`config.mk`:
```
export PLATFORM = sky130hd
export DESIGN_NAME = tick_clock_with_countdown_timers_core
export DESIGN_NICKNAME = d
export VERILOG_FILES = /design/src/design/tickclk_pkg.sv /design/src/design/tickclk_cell.sv /design/src/design/tick_clock_with_countdown_timers_core.sv
export SDC_FILE = /design/constraint.sdc
export NUM_CORES = 1
export LEC_CHECK = 0
export ABC_AREA = 1
export BUFFER_PORTS_ARGS = -buffer_cell sky130_fd_sc_hd__buf_2
export CORE_MARGIN = 2
export CORE_UTILIZATION = 30
export CTS_BUF_LIST = sky130_fd_sc_hd__clkbuf_4 sky130_fd_sc_hd__clkbuf_8
export DETAILED_ROUTE_END_ITERATION = 10
export HOLD_SLACK_MARGIN = 0.02
export PLACE_DENSITY = 0.48
export SLEW_MARGIN = 5
export SYNTH_ARGS = -nofsm -noshare
export SYNTH_HDL_FRONTEND = slang
export SYNTH_SLANG_ARGS = --single-unit
```
`constraint.sdc`:
```
create_clock -name clock -period 7.83 [get_ports clock]
set_clock_uncertainty 0.2 [all_clocks]
set_input_delay 0.3915 -clock clock [delete_from_list [all_inputs] [get_ports clock]]
set_output_delay 0.3915 -clock clock [all_outputs]
set_load 0.05 [all_outputs]
```
`src/design/tickclk_pkg.sv`:
```
package tickclk_pkg;

   localparam int DEF_NUM_SLOTS   = 8;
   localparam int DEF_TIMER_WIDTH = 16;

   localparam int ACTION_W = 3;
   localparam int SLOT_W   = 3;
   localparam int VALUE_W  = 16;
   localparam int CSR_IDX_W  = 2;
   localparam int CSR_DATA_W = 8;

   localparam logic [ACTION_W-1:0] ACT_TICK    = 3'd0;
   localparam logic [ACTION_W-1:0] ACT_ALLOC   = 3'd1;
   localparam logic [ACTION_W-1:0] ACT_RELEASE = 3'd2;
   localparam logic [ACTION_W-1:0] ACT_LOAD    = 3'd3;
   localparam logic [ACTION_W-1:0] ACT_READ    = 3'd4;
   localparam logic [ACTION_W-1:0] ACT_WRITE   = 3'd5;

   localparam logic [CSR_IDX_W-1:0] CSR_PHASES    = 2'd0;
   localparam logic [CSR_IDX_W-1:0] CSR_SHORT_CMP = 2'd1;
   localparam logic [CSR_IDX_W-1:0] CSR_LONG_CMP  = 2'd2;
   localparam logic [CSR_IDX_W-1:0] CSR_UPS       = 2'd3;

   localparam logic [3:0] RST_PHASES    = 4'd3;
   localparam logic [7:0] RST_SHORT_CMP = 8'd207;
   localparam logic [7:0] RST_LONG_CMP  = 8'd208;
   localparam logic [7:0] RST_UPS       = 8'd100;

   localparam logic [3:0] MAX_PHASES    = 4'd8;
   localparam logic [6:0] HUNDREDTHS_TOP = 7'd99;
   localparam logic [5:0] MINUTE_TOP    = 6'd59;
   localparam logic [4:0] HOUR_TOP      = 5'd23;

   typedef struct packed {
      logic [ACTION_W-1:0] act;
      logic                upd;
      logic [SLOT_W-1:0]   slot;
      logic                found;
      logic                ok;
   } ctl_type;

   typedef struct packed {
      logic               ok;
      logic [SLOT_W-1:0]  slot_index;
      logic [VALUE_W-1:0] slot_value;
      logic [7:0]         next_compare;
      logic               update_done;
      logic [6:0]         hundredths;
      logic [5:0]         clock_seconds;
      logic [5:0]         clock_minutes;
      logic [4:0]         clock_hours;
      logic [15:0]        elapsed_seconds;
      logic [15:0]        free_count_a;
      logic [15:0]        free_count_b;
   } result_type;

endpackage

```
`src/design/tickclk_cell.sv`:
```
module tickclk_cell import tickclk_pkg::*; #(
   parameter int NUM_SLOTS   = DEF_NUM_SLOTS,
   parameter int TIMER_WIDTH = DEF_TIMER_WIDTH,
   parameter int CELL_INDEX  = 0,
   localparam int IDX_W = (NUM_SLOTS > 1) ? $clog2(NUM_SLOTS) : 1
) (
   input  logic                   clock,
   input  logic                   reset,
   input  logic                   valid_in,
   input  ctl_type                ctl_in,
   input  logic [VALUE_W-1:0]     ld_value_in,
   input  logic [TIMER_WIDTH-1:0] echo_in,
   input  logic [TIMER_WIDTH-1:0] grant_val_in,
   input  logic [IDX_W-1:0]       grant_idx_in,
   output logic                   valid_out,
   output ctl_type                ctl_out,
   output logic [VALUE_W-1:0]     ld_value_out,
   output logic [TIMER_WIDTH-1:0] echo_out,
   output logic [TIMER_WIDTH-1:0] grant_val_out,
   output logic [IDX_W-1:0]       grant_idx_out
);

   localparam bit                REACHABLE = CELL_INDEX < (1 << SLOT_W);
   localparam logic [SLOT_W-1:0] MY_SLOT   = SLOT_W'(CELL_INDEX);
   localparam logic [IDX_W-1:0]  MY_IDX    = IDX_W'(CELL_INDEX);

   logic [TIMER_WIDTH-1:0] value_ff, value_in;
   logic                   active_ff, active_in;
   logic                   valid_ff;
   ctl_type                ctl_ff, ctl_in_next;
   logic [VALUE_W-1:0]     ld_value_ff;
   logic [TIMER_WIDTH-1:0] echo_ff, echo_next;
   logic [TIMER_WIDTH-1:0] grant_val_ff, grant_val_next;
   logic [IDX_W-1:0]       grant_idx_ff, grant_idx_next;
   logic                   hit;

   always_comb begin
      hit            = REACHABLE && (ctl_in.slot == MY_SLOT);
      value_in       = value_ff;
      active_in      = active_ff;
      ctl_in_next    = ctl_in;
      grant_val_next = grant_val_in;
      grant_idx_next = grant_idx_in;
      echo_next      = echo_in;
      if (valid_in) begin
         case (ctl_in.act)
            ACT_TICK: begin
               if (ctl_in.upd && active_ff && (value_ff != '0)) begin
                  value_in = value_ff - TIMER_WIDTH'(1);
               end
            end
            ACT_ALLOC: begin
               if (!ctl_in.found && !active_ff) begin
                  active_in         = 1'b1;
                  ctl_in_next.found = 1'b1;
                  grant_idx_next    = MY_IDX;
                  grant_val_next    = value_ff;
               end
            end
            ACT_RELEASE: begin
               if (hit && active_ff) begin
                  active_in      = 1'b0;
                  ctl_in_next.ok = 1'b1;
               end
            end
            ACT_LOAD: begin
               if (hit) begin
                  value_in = TIMER_WIDTH'(ld_value_in);
               end
            end
            default: begin
            end
         endcase
         if (hit) begin
            echo_next = value_in;
         end
      end
   end

   always_ff @(posedge clock) begin
      if (reset) begin
         value_ff  <= '0;
         active_ff <= 1'b0;
         valid_ff  <= 1'b0;
      end else begin
         value_ff  <= value_in;
         active_ff <= active_in;
         valid_ff  <= valid_in;
      end
      ctl_ff       <= ctl_in_next;
      ld_value_ff  <= ld_value_in;
      echo_ff      <= echo_next;
      grant_val_ff <= grant_val_next;
      grant_idx_ff <= grant_idx_next;
   end

   assign valid_out     = valid_ff;
   assign ctl_out       = ctl_ff;
   assign ld_value_out  = ld_value_ff;
   assign echo_out      = echo_ff;
   assign grant_val_out = grant_val_ff;
   assign grant_idx_out = grant_idx_ff;

endmodule

```
`src/design/tick_clock_with_countdown_timers_core.sv`:
```
// A taken request word passes through the slot cells' registers in turn, then into the
// output register, which presents its response word. Each word walks the row of slot
// cells one cell per cycle; only one word is in the row at a time. A stalled response
// holds the output register while the next word is taken; a second finished word is
// parked in a holding stage, which stalls the request side.
// Synchronous reset: time, counters, phase and slots clear; registers go to 3/207/208/100.
module tick_clock_with_countdown_timers_core import tickclk_pkg::*; #(
   parameter int NUM_SLOTS   = DEF_NUM_SLOTS,
   parameter int TIMER_WIDTH = DEF_TIMER_WIDTH
) (
   input  logic                  clock,
   input  logic                  reset,
   input  logic                  req_valid,
   output logic                  req_stall,
   input  logic [ACTION_W-1:0]   req_action,
   input  logic [SLOT_W-1:0]     req_slot,
   input  logic [VALUE_W-1:0]    req_value,
   output logic                  rsp_valid,
   input  logic                  rsp_stall,
   output logic                  rsp_ok,
   output logic [SLOT_W-1:0]     rsp_slot_index,
   output logic [VALUE_W-1:0]    rsp_slot_value,
   output logic [7:0]            rsp_next_compare,
   output logic                  rsp_update_done,
   output logic [6:0]            rsp_hundredths,
   output logic [5:0]            rsp_clock_seconds,
   output logic [5:0]            rsp_clock_minutes,
   output logic [4:0]            rsp_clock_hours,
   output logic [15:0]           rsp_elapsed_seconds,
   output logic [15:0]           rsp_free_count_a,
   output logic [15:0]           rsp_free_count_b,
   input  logic                  csr_valid,
   output logic                  csr_ready,
   input  logic [CSR_IDX_W-1:0]  csr_index,
   input  logic [CSR_DATA_W-1:0] csr_data
);

   localparam int IDX_W = (NUM_SLOTS > 1) ? $clog2(NUM_SLOTS) : 1;

   logic [3:0]  phases_ff;
   logic [7:0]  short_cmp_ff, long_cmp_ff, ups_ff;

   logic [2:0]  phase_ff, phase_in;
   logic [7:0]  sub_ff, sub_in;
   logic [6:0]  hund_ff, hund_in;
   logic [5:0]  secs_ff, secs_in, mins_ff, mins_in;
   logic [4:0]  hours_ff, hours_in;
   logic [15:0] elapsed_ff, elapsed_in, count_a_ff, count_a_in, count_b_ff, count_b_in;
   logic [7:0]  cmp_ff, cmp_in;
   logic        busy_ff, park_vld_ff, rsp_vld_ff;
   result_type  park_ff, rsp_ff, res;

   logic        req_take, rsp_free, is_final, do_upd;
   logic [2:0]  eff_m1;
   logic [7:0]  sub_inc;
   ctl_type     ctl_head;

   logic [NUM_SLOTS:0]     vld_c;
   ctl_type                ctl_c      [0:NUM_SLOTS];
   logic [VALUE_W-1:0]     ldv_c      [0:NUM_SLOTS];
   logic [TIMER_WIDTH-1:0] echo_c     [0:NUM_SLOTS];
   logic [TIMER_WIDTH-1:0] grant_v_c  [0:NUM_SLOTS];
   logic [IDX_W-1:0]       grant_i_c  [0:NUM_SLOTS];

   assign req_stall = busy_ff || park_vld_ff;
   assign req_take  = req_valid && !req_stall;
   assign csr_ready = 1'b1;
   assign rsp_free  = !rsp_vld_ff || !rsp_stall;

   always_comb begin
      if (phases_ff == 4'd0) begin
         eff_m1 = 3'd0;
      end else if (phases_ff > MAX_PHASES) begin
         eff_m1 = 3'(MAX_PHASES - 4'd1);
      end else begin
         eff_m1 = 3'(phases_ff - 4'd1);
      end
      is_final = phase_ff >= eff_m1;
      do_upd   = (req_action == ACT_TICK) && is_final;
      cmp_in   = is_final ? long_cmp_ff : short_cmp_ff;

      phase_in   = phase_ff;
      sub_in     = sub_ff;
      hund_in    = hund_ff;
      secs_in    = secs_ff;
      mins_in    = mins_ff;
      hours_in   = hours_ff;
      elapsed_in = elapsed_ff;
      count_a_in = count_a_ff;
      count_b_in = count_b_ff;
      sub_inc    = sub_ff + 8'd1;

      case (req_action)
         ACT_TICK: begin
            if (is_final) begin
               phase_in   = 3'd0;
               count_a_in = count_a_ff + 16'd1;
               count_b_in = count_b_ff + 16'd1;
               hund_in    = (hund_ff >= HUNDREDTHS_TOP) ? 7'd0 : hund_ff + 7'd1;
               sub_in     = sub_inc;
               if (sub_inc == ups_ff) begin
                  sub_in     = 8'd0;
                  elapsed_in = elapsed_ff + 16'd1;
                  if (secs_ff >= MINUTE_TOP) begin
                     secs_in = 6'd0;
                     if (mins_ff >= MINUTE_TOP) begin
                        mins_in  = 6'd0;
                        hours_in = (hours_ff >= HOUR_TOP) ? 5'd0 : hours_ff + 5'd1;
                     end else begin
                        mins_in = mins_ff + 6'd1;
                     end
                  end else begin
                     secs_in = secs_ff + 6'd1;
                  end
               end
            end else begin
               phase_in = phase_ff + 3'd1;
            end
         end
         ACT_WRITE: begin
            if (req_slot == SLOT_W'(0)) begin
               count_a_in = req_value;
            end else if (req_slot == SLOT_W'(1)) begin
               count_b_in = req_value;
            end
         end
         default: begin
         end
      endcase

      ctl_head.act   = req_action;
      ctl_head.upd   = do_upd;
      ctl_head.slot  = req_slot;
      ctl_head.found = 1'b0;
      ctl_head.ok    = 1'b0;
   end

   assign vld_c[0]     = req_take;
   assign ctl_c[0]     = ctl_head;
   assign ldv_c[0]     = req_value;
   assign echo_c[0]    = '0;
   assign grant_v_c[0] = '0;
   assign grant_i_c[0] = '0;

   for (genvar i = 0; i < NUM_SLOTS; i++) begin : g_cell
      tickclk_cell #(
         .NUM_SLOTS   (NUM_SLOTS),
         .TIMER_WIDTH (TIMER_WIDTH),
         .CELL_INDEX  (i)
      ) u_cell (
         .clock         (clock),
         .reset         (reset),
         .valid_in      (vld_c[i]),
         .ctl_in        (ctl_c[i]),
         .ld_value_in   (ldv_c[i]),
         .echo_in       (echo_c[i]),
         .grant_val_in  (grant_v_c[i]),
         .grant_idx_in  (grant_i_c[i]),
         .valid_out     (vld_c[i+1]),
         .ctl_out       (ctl_c[i+1]),
         .ld_value_out  (ldv_c[i+1]),
         .echo_out      (echo_c[i+1]),
         .grant_val_out (grant_v_c[i+1]),
         .grant_idx_out (grant_i_c[i+1])
      );
   end

   always_comb begin
      res.ok              = ctl_c[NUM_SLOTS].ok;
      res.slot_index      = ctl_c[NUM_SLOTS].slot;
      res.slot_value      = VALUE_W'(echo_c[NUM_SLOTS]);
      if (ctl_c[NUM_SLOTS].act == ACT_ALLOC) begin
         res.ok = ctl_c[NUM_SLOTS].found;
         if (ctl_c[NUM_SLOTS].found) begin
            res.slot_index = SLOT_W'(grant_i_c[NUM_SLOTS]);
            res.slot_value = VALUE_W'(grant_v_c[NUM_SLOTS]);
         end
      end
      res.next_compare    = cmp_ff;
      res.update_done     = ctl_c[NUM_SLOTS].upd;
      res.hundredths      = hund_ff;
      res.clock_seconds   = secs_ff;
      res.clock_minutes   = mins_ff;
      res.clock_hours     = hours_ff;
      res.elapsed_seconds = elapsed_ff;
      res.free_count_a    = count_a_ff;
      res.free_count_b    = count_b_ff;
   end

   always_ff @(posedge clock) begin
      if (reset) begin
         phases_ff    <= RST_PHASES;
         short_cmp_ff <= RST_SHORT_CMP;
         long_cmp_ff  <= RST_LONG_CMP;
         ups_ff       <= RST_UPS;
         phase_ff     <= '0;
         sub_ff       <= '0;
         hund_ff      <= '0;
         secs_ff      <= '0;
         mins_ff      <= '0;
         hours_ff     <= '0;
         elapsed_ff   <= '0;
         count_a_ff   <= '0;
         count_b_ff   <= '0;
         busy_ff      <= 1'b0;
         park_vld_ff  <= 1'b0;
         rsp_vld_ff   <= 1'b0;
      end else begin
         if (csr_valid && csr_ready) begin
            case (csr_index)
               CSR_PHASES:    phases_ff    <= 4'(csr_data);
               CSR_SHORT_CMP: short_cmp_ff <= csr_data;
               CSR_LONG_CMP:  long_cmp_ff  <= csr_data;
               CSR_UPS:       ups_ff       <= csr_data;
               default: begin
               end
            endcase
         end
         if (req_take) begin
            phase_ff   <= phase_in;
            sub_ff     <= sub_in;
            hund_ff    <= hund_in;
            secs_ff    <= secs_in;
            mins_ff    <= mins_in;
            hours_ff   <= hours_in;
            elapsed_ff <= elapsed_in;
            count_a_ff <= count_a_in;
            count_b_ff <= count_b_in;
            busy_ff    <= 1'b1;
         end else if (vld_c[NUM_SLOTS]) begin
            busy_ff <= 1'b0;
         end
         // drain the holding stage first, then the row's finished word
         if (park_vld_ff && rsp_free) begin
            rsp_vld_ff  <= 1'b1;
            park_vld_ff <= 1'b0;
         end else if (vld_c[NUM_SLOTS]) begin
            if (rsp_free) begin
               rsp_vld_ff <= 1'b1;
            end else begin
               park_vld_ff <= 1'b1;
            end
         end else if (rsp_free) begin
            rsp_vld_ff <= 1'b0;
         end
      end
      if (req_take) begin
         cmp_ff <= cmp_in;
      end
      if (park_vld_ff && rsp_free) begin
         rsp_ff <= park_ff;
      end else if (vld_c[NUM_SLOTS]) begin
         if (rsp_free) begin
            rsp_ff <= res;
         end else begin
            park_ff <= res;
         end
      end
   end

   assign rsp_valid           = rsp_vld_ff;
   assign rsp_ok              = rsp_ff.ok;
   assign rsp_slot_index      = rsp_ff.slot_index;
   assign rsp_slot_value      = rsp_ff.slot_value;
   assign rsp_next_compare    = rsp_ff.next_compare;
   assign rsp_update_done     = rsp_ff.update_done;
   assign rsp_hundredths      = rsp_ff.hundredths;
   assign rsp_clock_seconds   = rsp_ff.clock_seconds;
   assign rsp_clock_minutes   = rsp_ff.clock_minutes;
   assign rsp_clock_hours     = rsp_ff.clock_hours;
   assign rsp_elapsed_seconds = rsp_ff.elapsed_seconds;
   assign rsp_free_count_a    = rsp_ff.free_count_a;
   assign rsp_free_count_b    = rsp_ff.free_count_b;

   a_one_word_in_row: assert property (@(posedge clock) disable iff (reset)
      $onehot0(vld_c))
      else $error("more than one word in the slot row");

   a_park_only_idle: assert property (@(posedge clock) disable iff (reset)
      park_vld_ff |-> (!busy_ff && rsp_vld_ff))
      else $error("holding stage full while row busy or response empty");

   a_row_end_busy: assert property (@(posedge clock) disable iff (reset)
      vld_c[NUM_SLOTS] |-> busy_ff)
      else $error("row finished a word that was never taken");

   a_clock_range: assert property (@(posedge clock) disable iff (reset)
      (hund_ff <= HUNDREDTHS_TOP) && (secs_ff <= MINUTE_TOP) &&
      (mins_ff <= MINUTE_TOP) && (hours_ff <= HOUR_TOP))
      else $error("time of day out of range");

endmodule

```
# Word-level counts from Yosys, hierarchy flattened
# Cells that the tools add are included.
# totals
regBits,929
output_inout_bits,104
# classes
n_addsub,18
n_lt_le_gt_ge,6
eq_ne,57
mux,165
bitwise,4
reduce_logical,112
# op_table
cell,n
$mux 16,56
$pmux 16 s2,10
$mux 101,3
$reduce_bool 16->1,8
$sub 16x1->16 const B,8
$mux 3,21
$eq 3x2->1 const B,18
$mux 1,52
$add 16x1->16 const B,3
$reduce_and 4->1,9
$logic_and 1x1->1,34
$eq 3x1->1 const B,11
$ne 2x1->1 const B,16
$logic_not 3->1,9
$reduce_bool 2->1,12
$reduce_and 2->1,11
$mux 20,1
$mux 19,1
$logic_not 1->1,17
$mux 8,2
$pmux 1 s2,8
$eq 3x3->1 const B,5
$mux 2,7
$add 6x1->6 const B,2
other kinds (26),38

# Depth between registers and ports, before layout
# depth
word_depth,9
depth_mapped,21
depth_no_buf,20

# Cells and area by module
# From an unflattened synthesis, not the netlist that was laid out.
# hier_totals
hier_cells,5001
area_unflattened_um2,39933.3
# modules_own_cells
module,n_inst,cells_each,area_per_inst_um2,seq_area_each_um2
tick_clock_with_countdown_timers_core,1,1408,13829.5,8588.2
tickclk_cell (g_cell[1].u_cell ...),3,450,3255.6,1561.5
tickclk_cell (g_cell[3].u_cell ...),2,448,3275.6,1561.5
tickclk_cell (g_cell[0].u_cell),1,464,3320.7,1561.5
tickclk_cell (g_cell[6].u_cell),1,451,3288.2,1561.5
tickclk_cell (g_cell[7].u_cell),1,432,3176.8,1561.5

# Worst setup path before layout
# OpenSTA, ideal clock, no wires.
# synth_timing
path_type,register to register
start,reg rsp_vld_ff (netlist: rsp_valid)
end,"reg rsp_ff, in the netlist rsp_clock_hours[0], enable pin"
setup_time_ns,0.594
arrival_time_ns,5.357
slack_ns,1.678
stages_incl_launch_ff,2
synth_period_minus_slack_ns,6.152
path_cell_list,dfxtp_1 > a21oi_1
# synth_between
elab_chain_len,5
word_cells_on_any_way,6
classes_between,6 x reduce/logical
# synth_lines
element,line_no,source
start: declaration,tick_clock_with_countdown_timers_core.sv:50,"logic busy_ff, park_vld_ff, rsp_vld_ff;"
start signal: assignment,tick_clock_with_countdown_timers_core.sv:207,rsp_vld_ff <= 1'b0;
start signal: assignment,tick_clock_with_countdown_timers_core.sv:235,rsp_vld_ff <= 1'b1;
start signal: assignment,tick_clock_with_countdown_timers_core.sv:239,rsp_vld_ff <= 1'b1;
$logic_not 1->1 *,tick_clock_with_countdown_timers_core.sv:68,assign rsp_free = !rsp_vld_ff || !rsp_stall;
$logic_or 1x1->1 *,tick_clock_with_countdown_timers_core.sv:68,
$logic_and 1x1->1,tick_clock_with_countdown_timers_core.sv:250,if (park_vld_ff && rsp_free) begin
$reduce_bool 2->1 (no line),n/a,
$reduce_and 2->1 (no line) *,n/a,
end signal: assignment,tick_clock_with_countdown_timers_core.sv:251,rsp_ff <= park_ff;
end signal: assignment,tick_clock_with_countdown_timers_core.sv:254,rsp_ff <= res;
end: declaration,tick_clock_with_countdown_timers_core.sv:51,"result_type park_ff, rsp_ff, res;"
# Every way passes the cells marked *; elsewhere a longest branch is shown, timed or not.
# A chain may end at the register's enable or synchronous reset.

# Worst setup path after layout
# layout_timing
start,reg phases_ff[0]
end,reg secs_ff[0]
# layout_between
elab_chain_len,5
word_cells_on_any_way,7
classes_between,1 x add/sub; 2 x order compare; 2 x mux; 2 x reduce/logical
# layout_lines
element,line_no,source
start: declaration,tick_clock_with_countdown_timers_core.sv:40,logic [3:0] phases_ff;
start signal: assignment,tick_clock_with_countdown_timers_core.sv:211,CSR_PHASES: phases_ff <= 4'(csr_data);
$gt 4x4->1 / $sub 3x1->3 (equally long branches),"tick_clock_with_countdown_timers_core.sv:73, tick_clock_with_countdown_timers_core.sv:76",
$mux 3,tick_clock_with_countdown_timers_core.sv:73,end else if (phases_ff > MAX_PHASES) begin
$mux 3 *,tick_clock_with_countdown_timers_core.sv:71,if (phases_ff == 4'd0) begin
$ge 3x3->1 *,tick_clock_with_countdown_timers_core.sv:78,is_final = phase_ff >= eff_m1;
$reduce_and 4->1 (no line) *,n/a,
end signal: assignment,tick_clock_with_countdown_timers_core.sv:223,secs_ff <= secs_in;
end: declaration,tick_clock_with_countdown_timers_core.sv:46,"logic [5:0] secs_ff, secs_in, mins_ff, mins_in;"
# Marked as above.

==> results.json <==
{
  "port-buffer-count": 139,
  "hold_viol_final": 0,
  "yosys_register_bits": 925,
  "fp.dieArea_um2": 130200,
  "clk_pin_slew_worst_paths_ns": 0.06,
  "storage_cell_area_um2": 20620,
  "largest_area_contributor_in_the_netlist": "dfxtp_1",
  "grt.total_usage_pct": 17.64,
  "cts_repair_resized_insts": 0,
  "timing.critical_path.slowest_cell_delay_ns": 0.51,
  "rows": 130,
  "synth_enable_flop_cells": 210,
  "num-fill-cells": 13250,
  "num_io_pins": 141,
  "drtAntennaViolNets": 0,
  "post_drt_wl_per_cell_um": 17.45,
  "critPathMaxFanout": 25,
  "layout_min_cycle_time_ns": 3.916,
  "most-common-layout-cells": "nand2_1 (1185), dfxtp_1 (715), inv_1 (499)",
  "cts-buffers-inserted": 153,
  "dr.first_iter.drc_count": 2297,
  "synth.top_cell.area_share_pct": 37.46,
  "dpl.hpwl_mm": 83.54,
  "critical_path.n_buffers_inverters": 2,
  "post-route-drc-count": 0,
  "slew_violations": 0,
  "grt_pass1_wl_mm": 179.8,
  "routed-via-count": 31280,
  "synth-warning-count": 0,
  "viasPerCell": 4.665,
  "layout-drive-gt1-share_pct": 10.98,
  "layout_nets": 4997,
  "postSynthNetCount": 4784,
  "max_h_tree_level": 4,
  "clock_tree.buffer_depth": 3,
  "die_height_um": 360.9,
  "setup_total_negative_slack_ns": 0,
  "synth_top_flop_cell": "dfxtp_1",
  "core_area_um2": 126100,
  "synthesis.instances": 4718,
  "total_overflow_reported_by_the_global_router": 0,
  "totalWireLength_mm": 117.0,
  "grt_max_degree": 81,
  "timing.critical_path.max_delay_family": "simple AND/OR/NAND/NOR gates",
  "ctsHoldBuffers": 60,
  "finalWeightedCongestion": 0.9355,
  "multi_input_area_um2": 14910,
  "post_synth.cell_area_avg_um2": 8.099,
  "crit_type": "reg -> reg",
  "leakage_nw": 19.19,
  "chipWidth_um": 360.9,
  "number_of_antenna_violations_at_the_first_check_in_global_routing": 2,
  "worst_ir_drop_vdd_mv": 0.1747,
  "area_growth_pct": 16.29,
  "grt_setup_unrepaired": "false",
  "post_synth_num_cell_types": 55,
  "setup_violations": 0,
  "critical_path_arrival_ns": 4.43,
  "status": "finished, final reports clean",
  "syn-cell-area_um2": 38210,
  "timing.critical_path.slowest_stage_cell": "nor2_4",
  "synth_area_leaders": "dfxtp_1 (37%), edfxtp_1 (17%), nand2_1 (12%)",
  "worstSkewPairLatency_ns": 0.84,
  "first_global_vias": 30460,
  "worstHoldPathType": "in -> reg",
  "initial_core_util_pct": 30.31,
  "tritoncts_clock_tree": "yes",
  "setup_crit_end_kind": "flip-flop",
  "cts_num_sinks": 925,
  "critPathLaunchType": "flip-flop",
  "cts_root_buffer": "clkbuf_8",
  "cap_viol_max_count": 0,
  "most_common_cell_after_layout_fill_and_taps_aside": "nand2_1",
  "yosysSeqAreaShare_pct": 53.96,
  "slew_headroom_pct": 12.16,
  "worstMarginPinSlew_ns": 1.309,
  "power_density_nw_per_um2": 228.7,
  "fmaxAchievable_mhz": 255.4,
  "holdWs_ns": 0.1230,
  "crit_path_cell_trace": "inv_1, ha_1, maj3_1, ha_1, nand3_1, nand3_1, nand2_2, nor2_4, nand3_2, nor2_2, buf_4, nand3_4, nand2_1, nor2_1",
  "min_period_over_period_pct": 50.01,
  "synthArstFlopShare_pct": 0,
  "worstPathRequired_ns": 8.34,
  "detailedRoute.firstPassIterationCount": 6,
  "postCtsSetupBuffers": 0
}
-- worst reg2reg max path, cell delays in order, from the launching register on --
cell and delay [ns]:
dfxtp_1 0.32, inv_1 0.05, ha_1 0.30, maj3_1 0.36
ha_1 0.30, nand3_1 0.08, nand3_1 0.25, nand2_2 0.15
nor2_4 0.51, nand3_2 0.18, nor2_2 0.39, buf_4 0.30
nand3_4 0.14, nand2_1 0.21, nor2_1 0.07
-- cell usage after synthesis (2+ instances only) --
cell and instances:
nor3_2 10, o21a_1 19, a21oi_1 244, buf_2 29
nor4_1 4, a211oi_1 2, o22ai_1 5, o31ai_1 6
nor2_2 13, clkinv_1 4, mux2_2 18, nand2_4 4
buf_4 4, edfxtp_1 210, xor2_1 91, o21bai_1 2
inv_1 500, o211ai_1 20, nand3_2 6, a22oi_1 92
nand3b_1 2, o21ai_0 456, inv_2 11, ha_1 29
o21ai_1 25, nor3_4 3, nor2_1 476, a31oi_1 57
nand2_1 1186, nand2_2 9, nor3b_1 6, buf_6 7
nor2_4 4, nand4_1 24, a31o_2 3, clkbuf_1 132
a21o_1 2, or2_2 20, nor3_1 42, nand3_1 208
dfxtp_1 715, clkbuf_2 2, buf_1 4
-- worst paths after layout --
| kind | startpoint | endpoint | slack (ns) | depth (start not counted) |
|---|---|---|---|---|
| worst min-delay path | req_value[13] | g_cell[0].u_cell.ld_value_out[13] | 0.12 | 2 |
| worst min register to register | g_cell[4].u_cell.ld_value_out[0] | g_cell[5].u_cell.ld_value_out[0] | 0.15 | 0 |
| worst max-delay path | phases_ff[0] | secs_ff[0] | 3.91 | 14 |
| worst max register to register | phases_ff[0] | secs_ff[0] | 3.91 | 14 |
-- power by group --
| part | switching [W] | leakage [nW] | internal (W) |
|---|---|---|---|
| clock network | 0.00200 | 1.76 | 0.00259 |
| registers | 0.0000899 | 7.83 | 0.00497 |
| logic | 0.000347 | 9.60 | 0.000166 |
| total | 0.00244 | 19.2 | 0.00773 |
-- logic make-up after synthesis --
group           count (synthesis)  share of synthesized area [%]
simple gates                 2020                          21.80
mux                            18                         0.5304
compound gates                938                          13.51
flops                         925                          53.96
xor+xnor                       92                          2.109
other cells                     1                       0.009814
fa+ha+maj                      30                         0.9758
buf+inv                       694                          7.099
-- cell type report --
cell class	count	share of cell area (%)
antenna	2	0.01126
clock buffer	230	6.504
clock inverter	48	0.9630
inverter	516	4.367
multi-input combinational	3099	33.56
sequential	925	46.40
tap	1650	4.646
timing repair buffer	236	3.548
-- routing by layer --
metal | share of wire, % | GRT usage, %
met1 | 46 | 22.81
met2 | 46 | 29.14
met3 | 3.9 | 2.648
met4 | 3.7 | 7.810
met5 | 0 | 0
-- per-stage QoR --
step / utilization [%] / area, um^2 / total power, W / worst slack [ns] / cells
finish: 35.25 / 44440 / 0.01016 / 3.914 / 6706
global route: 35.25 / 44430 / 0.01057 / 3.563 / 6705
CTS: 35.25 / 44430 / 0.01030 / 3.921 / 6704
detailed placement: 32.14 / 40510 / 0.005644 / 3.937 / 6366
global placement: 32.14 / 40510 / 0.005644 / 4.018 / 6366
floorplan: - / 38210 / 0.005452 / 1.678 / 4718
-- sequential cells by signal, indices dropped and copies added, names as in the netlist, 17 cells and up --
| name | count |
|---|---|
| g_cell.u_cell.grant_idx_out | 17 |
| g_cell.u_cell.echo_out | 128 |
| g_cell.u_cell.ctl_out | 72 |
| g_cell.u_cell.ld_value_out | 112 |
| park_ff | 101 |
| g_cell.u_cell.value_ff | 128 |
| g_cell.u_cell.grant_val_out | 128 |
No activity file was read; power rests on OpenSTA's default activity.
